<file path="src/rtl/core/bis_pkg.sv">
`default_nettype none
package bis_pkg;

  // Capacity
  localparam int SET_WORDS = 32;
  localparam int WORD_BITS = 32;
  localparam int CAP       = SET_WORDS * WORD_BITS;
  localparam int BIT_W     = $clog2(WORD_BITS);
  localparam int WAW       = (SET_WORDS > 1) ? $clog2(SET_WORDS) : 1;
  localparam int CNT_W     = $clog2(CAP + 1);

  // Field widths
  localparam int FUNC_W      = 3;
  localparam int ITEM_W      = 16;
  localparam int WIDX_W      = 5;
  localparam int OTHER_W     = 32;
  localparam int LOWEST_W    = 10;
  localparam int COUNT_W     = 11;
  localparam int IN_TDATA_W  = 56;
  localparam int OUT_TDATA_W = 24;

  // Operation codes
  localparam logic [FUNC_W-1:0] FN_INSERT   = 3'd0;
  localparam logic [FUNC_W-1:0] FN_REMOVE   = 3'd1;
  localparam logic [FUNC_W-1:0] FN_CONTAINS = 3'd2;
  localparam logic [FUNC_W-1:0] FN_CLEAR    = 3'd3;
  localparam logic [FUNC_W-1:0] FN_PICK     = 3'd4;
  localparam logic [FUNC_W-1:0] FN_SUBTRACT = 3'd5;

endpackage
`default_nettype wire

</file>
<file path="src/rtl/core/bitmap_integer_set.sv">
// Channel     | Dir | Transaction contents
// ------------+-----+---------------------------------------------------------------
// s_axis      | in  | tuser: func; tdata: item_index, word_index, other_word
// m_axis      | out | tdata: member, lowest, empty_res, out_of_range, count
//
// One item at a time; states from acceptance to S_DONE, which hands over the result:
//   insert, remove, contains: S_RMW; subtract: S_RMW, then S_SUB (applies the popcount);
//   pick: S_PICK scans up to the first nonzero word, skipped on an empty set;
//   rejected or spare: none; clear: S_CLEAR (the word store is zeroed one word per cycle).
// After reset the same clearing pass runs before s_axis_tready rises.
// A finished result waits in the output register; the next item is taken meanwhile.
`default_nettype none
module bitmap_integer_set (
  input  wire logic                               clk_i,
  input  wire logic                               rst_ni,
  input  wire logic                               s_axis_tvalid,
  output logic                                    s_axis_tready,
  // [15:0] item_index, [20:16] word_index, [52:21] other_word, [55:53] zero
  input  wire logic [bis_pkg::IN_TDATA_W-1:0]     s_axis_tdata,
  // [2:0] func
  input  wire logic [bis_pkg::FUNC_W-1:0]         s_axis_tuser,
  output logic                                    m_axis_tvalid,
  input  wire logic                               m_axis_tready,
  // [0] member, [10:1] lowest, [11] empty_res, [12] out_of_range, [23:13] count
  output logic [bis_pkg::OUT_TDATA_W-1:0]         m_axis_tdata
);
  import bis_pkg::*;

  localparam logic [2:0] S_IDLE  = 3'd0;
  localparam logic [2:0] S_RMW   = 3'd1;
  localparam logic [2:0] S_SUB   = 3'd2;
  localparam logic [2:0] S_PICK  = 3'd3;
  localparam logic [2:0] S_CLEAR = 3'd4;
  localparam logic [2:0] S_DONE  = 3'd5;

  localparam logic [WAW-1:0] LAST_WORD = WAW'(SET_WORDS - 1);

  // Lowest set bit position of a word: isolate it, then encode the one-hot.
  function automatic logic [BIT_W-1:0] first_one(input logic [WORD_BITS-1:0] v);
    logic [WORD_BITS-1:0] iso;
    logic [BIT_W-1:0]     pos;
    iso = v & (~v + WORD_BITS'(1));
    pos = '0;
    for (int k = 0; k < BIT_W; k++) begin
      for (int i = 0; i < WORD_BITS; i++) begin
        if (((i >> k) & 1) == 1) pos[k] = pos[k] | iso[i];
      end
    end
    return pos;
  endfunction

  // Popcount of a word: nibble counts, then a short sum.
  function automatic logic [BIT_W:0] ones(input logic [WORD_BITS-1:0] v);
    logic [2:0]     nib;
    logic [BIT_W:0] tot;
    tot = '0;
    for (int g = 0; g < WORD_BITS / 4; g++) begin
      nib = 3'(v[4*g]) + 3'(v[4*g+1]) + 3'(v[4*g+2]) + 3'(v[4*g+3]);
      tot = tot + (BIT_W+1)'(nib);
    end
    return tot;
  endfunction

  // Control and payload registers
  logic [2:0]             state_q, state_d;
  logic [WAW-1:0]         ptr_q, ptr_d;
  logic [CNT_W-1:0]       cnt_q, cnt_d;
  logic                   pend_q, pend_d;
  logic                   m_valid_q, m_valid_d;
  logic [OUT_TDATA_W-1:0] m_data_q, m_data_d;
  logic [FUNC_W-1:0]      func_q, func_d;
  logic [BIT_W-1:0]       bit_q, bit_d;
  logic [OTHER_W-1:0]     other_q, other_d;
  logic                   member_q, member_d;
  logic                   oor_q, oor_d;
  logic [LOWEST_W-1:0]    lowest_q, lowest_d;
  logic [BIT_W:0]         pop_q, pop_d;

  // Word store
  logic [WORD_BITS-1:0] mem_q [SET_WORDS];
  logic [WORD_BITS-1:0] rdata_q;
  logic                 rd_en, we;
  logic [WAW-1:0]       rd_addr;
  logic [WORD_BITS-1:0] wdata;

  always_ff @(posedge clk_i) begin
    if (we) begin
      mem_q[ptr_q] <= wdata;
    end
    if (rd_en) begin
      rdata_q <= mem_q[rd_addr];
    end
  end

  // Input field split
  logic [ITEM_W-1:0]  in_item;
  logic [WIDX_W-1:0]  in_widx;
  logic [31:0]        item_w32, widx_w32, pick_w32, cnt_w32;
  logic               hit;
  logic [WORD_BITS-1:0] bmask;

  assign in_item  = s_axis_tdata[ITEM_W-1:0];
  assign in_widx  = s_axis_tdata[ITEM_W+WIDX_W-1:ITEM_W];
  assign item_w32 = 32'(in_item[ITEM_W-1:BIT_W]);
  assign widx_w32 = 32'(in_widx);
  assign pick_w32 = 32'({ptr_q, first_one(rdata_q)});
  assign cnt_w32  = 32'(cnt_q);
  assign hit      = rdata_q[bit_q];
  assign bmask    = WORD_BITS'(1) << bit_q;

  assign s_axis_tready = (state_q == S_IDLE);
  assign m_axis_tvalid = m_valid_q;
  assign m_axis_tdata  = m_data_q;

  // Sequencer
  always_comb begin
    state_d   = state_q;
    ptr_d     = ptr_q;
    cnt_d     = cnt_q;
    pend_d    = pend_q;
    m_valid_d = m_valid_q;
    m_data_d  = m_data_q;
    func_d    = func_q;
    bit_d     = bit_q;
    other_d   = other_q;
    member_d  = member_q;
    oor_d     = oor_q;
    lowest_d  = lowest_q;
    pop_d     = pop_q;
    rd_en     = 1'b0;
    rd_addr   = ptr_q;
    we        = 1'b0;
    wdata     = '0;

    if (m_valid_q && m_axis_tready) begin
      m_valid_d = 1'b0;
    end

    case (state_q)
      S_IDLE: begin
        if (s_axis_tvalid) begin
          func_d   = s_axis_tuser;
          bit_d    = in_item[BIT_W-1:0];
          other_d  = s_axis_tdata[ITEM_W+WIDX_W+OTHER_W-1:ITEM_W+WIDX_W];
          member_d = 1'b0;
          oor_d    = 1'b0;
          lowest_d = '0;
          state_d  = S_DONE;
          case (s_axis_tuser)
            FN_INSERT, FN_REMOVE, FN_CONTAINS: begin
              if (item_w32 < SET_WORDS) begin
                ptr_d   = item_w32[WAW-1:0];
                rd_addr = item_w32[WAW-1:0];
                rd_en   = 1'b1;
                state_d = S_RMW;
              end else if (s_axis_tuser == FN_INSERT) begin
                oor_d = 1'b1;
              end
            end
            FN_SUBTRACT: begin
              if (widx_w32 < SET_WORDS) begin
                ptr_d   = widx_w32[WAW-1:0];
                rd_addr = widx_w32[WAW-1:0];
                rd_en   = 1'b1;
                state_d = S_RMW;
              end
            end
            FN_CLEAR: begin
              ptr_d   = '0;
              cnt_d   = '0;
              pend_d  = 1'b1;
              state_d = S_CLEAR;
            end
            FN_PICK: begin
              if (cnt_q != '0) begin
                ptr_d   = '0;
                rd_addr = '0;
                rd_en   = 1'b1;
                state_d = S_PICK;
              end
            end
            default: ;
          endcase
        end
      end

      // Read data is back: modify and write the word
      S_RMW: begin
        state_d = S_DONE;
        case (func_q)
          FN_INSERT: begin
            member_d = hit;
            if (!hit) begin
              we    = 1'b1;
              wdata = rdata_q | bmask;
              cnt_d = cnt_q + CNT_W'(1);
            end
          end
          FN_REMOVE: begin
            member_d = hit;
            if (hit) begin
              we    = 1'b1;
              wdata = rdata_q & ~bmask;
              cnt_d = cnt_q - CNT_W'(1);
            end
          end
          FN_CONTAINS: member_d = hit;
          FN_SUBTRACT: begin
            we      = 1'b1;
            wdata   = rdata_q & ~other_q;
            pop_d   = ones(rdata_q & other_q);
            state_d = S_SUB;
          end
          default: ;
        endcase
      end

      S_SUB: begin
        cnt_d   = cnt_q - CNT_W'(pop_q);
        state_d = S_DONE;
      end

      // One word per cycle until the first nonzero one
      S_PICK: begin
        if (rdata_q != '0) begin
          lowest_d = pick_w32[LOWEST_W-1:0];
          state_d  = S_DONE;
        end else if (ptr_q == LAST_WORD) begin
          state_d = S_DONE;
        end else begin
          ptr_d   = ptr_q + WAW'(1);
          rd_addr = ptr_q + WAW'(1);
          rd_en   = 1'b1;
        end
      end

      // Zero one word per cycle (reset pass and clear operation)
      S_CLEAR: begin
        we = 1'b1;
        if (ptr_q == LAST_WORD) begin
          state_d = pend_q ? S_DONE : S_IDLE;
          pend_d  = 1'b0;
        end else begin
          ptr_d = ptr_q + WAW'(1);
        end
      end

      // Hand the result to the output register once it is free
      S_DONE: begin
        if (!m_valid_q || m_axis_tready) begin
          m_valid_d = 1'b1;
          m_data_d  = {cnt_w32[COUNT_W-1:0], oor_q, (cnt_q == '0), lowest_q, member_q};
          state_d   = S_IDLE;
        end
      end

      default: state_d = S_IDLE;
    endcase
  end

  always_ff @(posedge clk_i or negedge rst_ni) begin
    if (!rst_ni) begin
      state_q   <= S_CLEAR;
      ptr_q     <= '0;
      cnt_q     <= '0;
      pend_q    <= 1'b0;
      m_valid_q <= 1'b0;
    end else begin
      state_q   <= state_d;
      ptr_q     <= ptr_d;
      cnt_q     <= cnt_d;
      pend_q    <= pend_d;
      m_valid_q <= m_valid_d;
    end
  end

  always_ff @(posedge clk_i) begin
    m_data_q <= m_data_d;
    func_q   <= func_d;
    bit_q    <= bit_d;
    other_q  <= other_d;
    member_q <= member_d;
    oor_q    <= oor_d;
    lowest_q <= lowest_d;
    pop_q    <= pop_d;
  end

endmodule
`default_nettype wire

</file>
<file path="config.mk">
export PLATFORM = sky130hd
export DESIGN_NAME = bitmap_integer_set
export DESIGN_NICKNAME = d
export VERILOG_FILES = /design/src/rtl/core/bis_pkg.sv /design/src/rtl/core/bitmap_integer_set.sv
export SDC_FILE = /design/constraint.sdc
export NUM_CORES = 1
export LEC_CHECK = 0
export BUFFER_PORTS_ARGS = -buffer_cell sky130_fd_sc_hd__buf_4
export CAP_MARGIN = 25
export CORE_MARGIN = 1.5
export CORE_UTILIZATION = 63
export DETAILED_ROUTE_END_ITERATION = 8
export PLACE_DENSITY_LB_ADDON = 0.05
export SYNTH_ARGS = -nofsm -noshare
export SYNTH_HDL_FRONTEND = slang
export SYNTH_SLANG_ARGS = --single-unit
export TNS_END_PERCENT = 10
</file>
<file path="constraint.sdc">
create_clock -name clk_i -period 6.1 [get_ports clk_i]
set_input_delay 0.305 -clock clk_i [delete_from_list [all_inputs] [get_ports clk_i]]
set_output_delay 0.305 -clock clk_i [all_outputs]
set_load 0.02 [all_outputs]
</file>
### Yosys cells after proc, flatten, opt, wreduce, memory -nomap -nowiden

Memories as Yosys holds them, arrays and structs flattened. A register that Yosys moved wholly into a read port is not among the register bits.
Index checks and enable logic that the tools add are counted.
W data, S select, Z words.

| cells by class | value |
|---|---|
| add/subtract/negate cells | 36 |
| bitwise logic cells | 84 |
| equal/unequal tests | 25 |
| mux-type cells | 63 |
| magnitude comparators | 3 |
| reduce and logical (&&, ||, !) cells | 26 |
| shift operators | 1 |

Operators by type and width:

| operator | number |
|---|---|
| $and A32 B32 Y32 | 4 |
| $mux W32 | 3 |
| $not A32 Y32 | 3 |
| $pmux W32 S3 | 1 |
| $or A1 B1 Y1 | 75 |
| $mux W11 | 4 |
| $mux W5 | 7 |
| $pmux W11 S3 | 1 |
| $add A32 B1 Y32 const B | 1 |
| $or A32 B32 Y32 | 1 |
| $reduce_bool A32 Y1 | 1 |
| $shl A1 B5 Y32 const A | 1 |
| $mux W3 | 10 |
| $pmux W5 S3 | 2 |
| $add A2 B1 Y3 | 8 |
| $add A3 B1 Y3 | 8 |
| $add A6 B3 Y6 | 4 |
| $pmux W11 S2 | 1 |
| $mux W1 | 20 |
| $mux W10 | 2 |
| $pmux W10 S2 | 1 |
| $pmux W5 S4 | 1 |
| $pmux W3 S6 | 1 |
| $add A1 B1 Y2 | 8 |
| other kinds (38) | 70 |

| storage, ports and cells | value |
|---|---|
| register bits | 103 |
| memories kept | 1 |
| output and inout port bits | 26 |
| memory bits (writable) | 1,024 |
| input port bits | 63 |
| word-level logic and storage cells | 252 |

Memory list:

| name | depth | bits a word | rd ports | clocked after memory_dff | wr ports | line | source |
|---|---|---|---|---|---|---|---|
| mem_q | 32 | 32 | 1 | 1 | 1 | bitmap_integer_set.sv:80 | `logic [WORD_BITS-1:0] mem_q [SET_WORDS];` |

### Logic depth before layout (Yosys ltp)

| depth | value |
|---|---|
| word-level depth | 20 |
| depth in mapped cells | 20 |
| mapped depth without buffers | 19 |

### Worst setup path before layout

OpenSTA, ideal clock, no wires.

| path | value |
|---|---|
| kind | reg-to-reg |
| from | register rdata_q[9], read port of mem_q |
| to | register pop_q[4], data pin |
| required time | 5,842 ps |
| data arrival time | 4,615 ps |
| cell stages (with the launch flop) | 15 |
| setup time | 258 ps |
| path buffers | 0 |
| clock period less this slack | 4,873 ps |
| path slack | 1,227 ps |
| path through | edfxtp_1 -> and2_1 -> fa_1 -> inv_1 -> fa_1 -> fa_1 -> fa_1 -> fa_1 -> inv_1 -> fa_1 -> ha_1 -> fa_1 -> a21o_1 -> a21oi_1 -> xnor2_1 |

| between the ends | value |
|---|---|
| longest elaborated chain between the ends | 10 |

Ends and longest elaborated chain:

| item | line | source |
|---|---|---|
| start, declared | bitmap_integer_set.sv:81 | `logic [WORD_BITS-1:0] rdata_q;` |
| $and A32 B32 Y32 | bitmap_integer_set.sv:211 | `pop_d = ones(rdata_q & other_q);` |
| $add A1 B1 Y2 | bitmap_integer_set.sv:58 | `nib = 3'(v[4*g]) + 3'(v[4*g+1]) + 3'(v[4*g+2]) + 3'(v[4*g+3]);` |
| $add A2 B1 Y3 | bitmap_integer_set.sv:58 |  |
| $add A3 B1 Y3 | bitmap_integer_set.sv:58 |  |
| $add A4 B3 Y5 | bitmap_integer_set.sv:59 | `tot = tot + (BIT_W+1)'(nib);` |
| $add A5 B3 Y6 | bitmap_integer_set.sv:59 |  |
| $add A6 B3 Y6 (4 in a row) | bitmap_integer_set.sv:59 |  |
| end signal, assigned | bitmap_integer_set.sv:285 | `pop_q <= pop_d;` |
| end, declared | bitmap_integer_set.sv:77 | `logic [BIT_W:0] pop_q, pop_d;` |

Every way passes these cells.
A chain may end at the register's enable or synchronous reset.

### Worst setup path after layout

| path | value |
|---|---|
| from | register rdata_q[27], read port of mem_q |
| to | register pop_q[4], data pin |

| between the ends | value |
|---|---|
| longest elaborated chain between the ends | 4 |

Ends and longest elaborated chain:

| item | line |
|---|---|
| $and A32 B32 Y32 | bitmap_integer_set.sv:211 |
| $add A3 B1 Y3 | bitmap_integer_set.sv:58 |
| $add A6 B3 Y6 (2 in a row) | bitmap_integer_set.sv:59 |

Every way passes these cells.

==> metrics.md <==
| Metric | Value |
|---|---|
| Post-CTS Setup Bufs | 0 |
| Relative slew margins | 0.2750 |
| Die ar. | 0.07861 mm2 |
| Register area share after synthesis | 0.7159 |
| Cells after Synth | about 3500 |
| Cell Chain, Critical Path | nand2_1, fa_1, fa_1, fa_1, fa_1, fa_1, inv_1, fa_1, ha_1, fa_1, a21o_1, a21oi_1, xnor2_1 |
| Number of antenna violations at the first check in global routing | 1 |
| Initial Util | 0.6371 |
| Detailed-route via count | 31580 |
| Die width | between 200 and 300 um |
| Skew-Pair Late Insertion Delay | about 0.7 ns |
| Share of layout cells above drive strength 1 | 0.1312 |
| Ys flop type | edfxtp_1 |
| Die Y | between 200 and 300 um |
| WL final | 132.1 mm |
| Run status | completed |
| Hold_ws | roughly 0.043 ns |
| Non-Filler Instances | 4750 |
| CP max-delay cell | fa_1 |
| Fin. Hold Viols | 0 |
| Worst-Margin Slew | approximately 1.1 ns |
| Max Fanout on Critical Path | 6 |
| Post-synthesis register bit count | 1159 |
| FFs w/ async S/R, synth | 0.01812 |
| Synth warnings | 0 |
| ANT cells | 0 |
| PD cells | 420.6 mW/mm2 |
| Hold Buf Count CTS | between 40 and 50 |
| CTS buffer count | 113 |
| DRT Pass-1 Iters | 6 |
| Sequential cell area | around 0.035 mm2 |
| CP Data Required Time | approximately 6.5 ns |
| Final core occ | 0.7246 |
| Syn nets | 3613 |
| Post-CTS resize count | 0 |
| Setup TNS | 0 ns |
| Crit end category | register |
| Slew Viols, Final | 0 |
| Syn avg cell area | about 14 um2 |
| Synth cell types | 73 |
| Peak supply drop | around 0.44 mV |
| DP HPWL | about 74 mm |
| Layout Nets | roughly 3700 |
| Row count | 101 |
| Clock transition at the registers of the reported paths | ~0.06 ns |
| Pre-CTS setup slack | 0.8434 ns |
| EDFF count, synth | between 1000 and 1500 |
| Htree depth | 3 |
| Placed Instances | 4493 |
| Gr usage total | 0.3387 |
| GPL Wtd Cong | between 0.9 and 1 |
| PortBufs | 85 |
| Final clock skew | between 0.06 and 0.07 ns |
| Root buffer cell | clkbuf_16 |
| Syn-to-layout area delta | 13.74% |
| Crit share post-route | 0.8650 |
| First-pass GRT wire length | 194.9 mm |
| Worst min path class | in2async |
| WP data arrival | approximately 5.7 ns |
| Fillers | 4888 |
| Post-DR wirelength/cell | 27.81 um |
| DRC | 0 |
| Vias in the first global route | between 30000 and 40000 |
| Crit path time final | 5.276 ns |
| CTS Buffer Depth | 3 |
| CTS tree | done |
| Area occupied by multi-input gates | ~0.013 mm2 |
| Crit path largest cell delay | ~0.57 ns |
| RSZ-0062 raised after global routing | false |
| Final setup viols | 0 |
| CTS sink count | approximately 1200 |
| Remaining Overflow, GRT | 0 |
| Lkg Pwr | 19.30 nW |
| Vias/cell | between 6 and 7 |
| Number of nets with antenna violations after routing | 0 |
| Max Cap Viol | 0 |
| 1st-iter DRT viols | 3974 |
| I/O pin count | 89 |
| Core ar. | 0.07608 mm2 |
| Pin count of the biggest net entering global routing | about 190 |
| Startpoint types | register |
| Setup WS post-layout | 0.8237 ns |
| Fmax | ~190 MHz |
| WS Path Type | reg2reg |
| CP dominant cell by count | fa_1 |
| Synthesized area | ~0.048 mm2 |
-- layout by cell type (no fill, tap or decap), drive strengths merged, types with 21 or more instances in the layout --
| master | netlist | layout |
|---|---|---|
| o21bai | 33 | 33 |
| nor2 | 113 | 113 |
| a31oi | 72 | 72 |
| edfxtp | 1138 | 1138 |
| a221o | 32 | 32 |
| a211oi | 228 | 228 |
| o31ai | 40 | 40 |
| ha | 21 | 21 |
| a32oi | 64 | 64 |
| buf | 97 | 214 |
| clkbuf | 157 | 138 |
| nand2 | 532 | 532 |
| mux2i | 66 | 66 |
| nor3 | 22 | 22 |
| dlygate4sd3 | 0 | 43 |
| clkinv | 0 | 59 |
| nand4 | 38 | 38 |
| and3 | 230 | 230 |
| nand3 | 172 | 172 |
| inv | 32 | 33 |
| a21oi | 134 | 134 |
| o21ai | 96 | 96 |
| fa | 25 | 25 |
-- cell type report --
cell class / count / area share
sequential: 1159 / 0.6294
multi-input combinational: 2059 / 0.2369
clock buffer: 138 / 0.05356
timing repair buffer: 257 / 0.04094
tap: 1030 / 0.02338
clock inverter: 75 / 0.01360
inverter: 32 / 0.002179
-- power breakdown --
group	switching [W]	leakage, nW	internal (W)
combinational	0.00470	6.28	0.00213
clock	0.00296	1.80	0.00392
sequential	0.000213	11.2	0.00927
-- final timing paths --
check	start	to	slack, ns	cells after the start
setup / recovery	rdata_q[27]	pop_q[4]	0.82	13
hold / removal	rst_ni	ptr_q[4]	0.04	2
setup reg to reg	rdata_q[27]	pop_q[4]	0.82	13
hold reg to reg	member_q	m_axis_tdata[0]	0.42	0
max in group asynchronous	rst_ni	state_q[2]	5.74	2
min in group clk_i	s_axis_tdata[9]	ptr_q[4]	0.05	4
-- per-layer routing --
| layer | GRT usage | wire length [um] |
|---|---|---|
| met4 | 0.1289 | 4897 |
| met1 | 0.4631 | 51050 |
| met5 | 0 | 13 |
| met3 | 0.05071 | 12140 |
| met2 | 0.5560 | 64010 |
-- Yosys cell counts (4+ instances only) --
| cell type | instances | area (um2) |
|---|---|---|
| nor3_1 | 20 | 100.1 |
| nand2b_1 | 4 | 25.02 |
| o21ai_0 | 66 | 330.3 |
| dfrtp_1 | 20 | 500.5 |
| o21ai_1 | 30 | 150.1 |
| a32oi_1 | 64 | 560.5 |
| o31ai_1 | 40 | 300.3 |
| nor3b_1 | 8 | 60.06 |
| buf_2 | 63 | 315.3 |
| xnor2_1 | 5 | 43.79 |
| nand2_1 | 531 | 1993 |
| nor2b_1 | 11 | 68.82 |
| a21oi_1 | 133 | 665.6 |
| or3_1 | 4 | 25.02 |
| xor2_1 | 5 | 43.79 |
| nand3_1 | 172 | 860.8 |
| clkbuf_1 | 154 | 578.1 |
| and3b_1 | 4 | 35.03 |
| a31oi_1 | 72 | 450.4 |
| a221o_1 | 32 | 320.3 |
| nor4_1 | 6 | 37.54 |
| mux2i_1 | 66 | 660.6 |
| buf_1 | 21 | 78.83 |
| fa_1 | 25 | 500.5 |
| nor4_2 | 5 | 62.56 |
| o21bai_1 | 33 | 247.7 |
| and2_1 | 18 | 112.6 |
| inv_1 | 32 | 120.1 |
| a311oi_1 | 6 | 52.55 |
| edfxtp_1 | 1138 | 34170 |
| nor2_1 | 113 | 424.2 |
| a211oi_1 | 227 | 1704 |
| ha_1 | 21 | 262.8 |
| a21o_1 | 9 | 67.56 |
| nand4_1 | 38 | 237.7 |
| mux4_2 | 10 | 225.2 |
| buf_4 | 12 | 90.09 |
| and3_1 | 230 | 1439 |
-- worst max-delay path, delay by kind of cell, from the launching register on --
kind,cells,cell delay (ns)
flops,1,0.56
simple gates,1,0.13
compound gates,2,0.39
buf+inv,1,0.06
xor+xnor,1,0.09
fa+ha+maj,8,3.78
-- flip-flops by register name (all words and copies together) (netlist names), 3 cells and up --
name and count:
bit_q 5, ptr_q 5, state_q 3, cnt_q 11, lowest_q 10, func_q 3, pop_q 6, mem_q 1024
m_axis_tdata 24, rdata_q 32, other_q 32
-- per-stage QoR --
| step | power (W) | cell area [um2] |
|---|---|---|
| after detailed placement | 0.01633 | 50980 |
| after global placement | 0.01614 | 50950 |
| after CTS | 0.02318 | 55110 |
| final | 0.02319 | 55130 |
| after floorplan | 0.01371 | 48470 |
| after global routing | 0.02403 | 55130 |
-- kinds of logic (layout without fill, tap and decap cells) --
family | count (synthesis) | count (layout) | share of synthesized area
compound gates | 740 | 740 | 0.1053
xor+xnor | 10 | 10 | 0.001807
fa+ha+maj | 46 | 46 | 0.01575
buf+inv | 286 | 502 | 0.02494
flops | 1159 | 1159 | 0.7159
mux | 80 | 80 | 0.01921
simple gates | 1183 | 1183 | 0.1171
No activity file was read; power rests on OpenSTA's default activity.
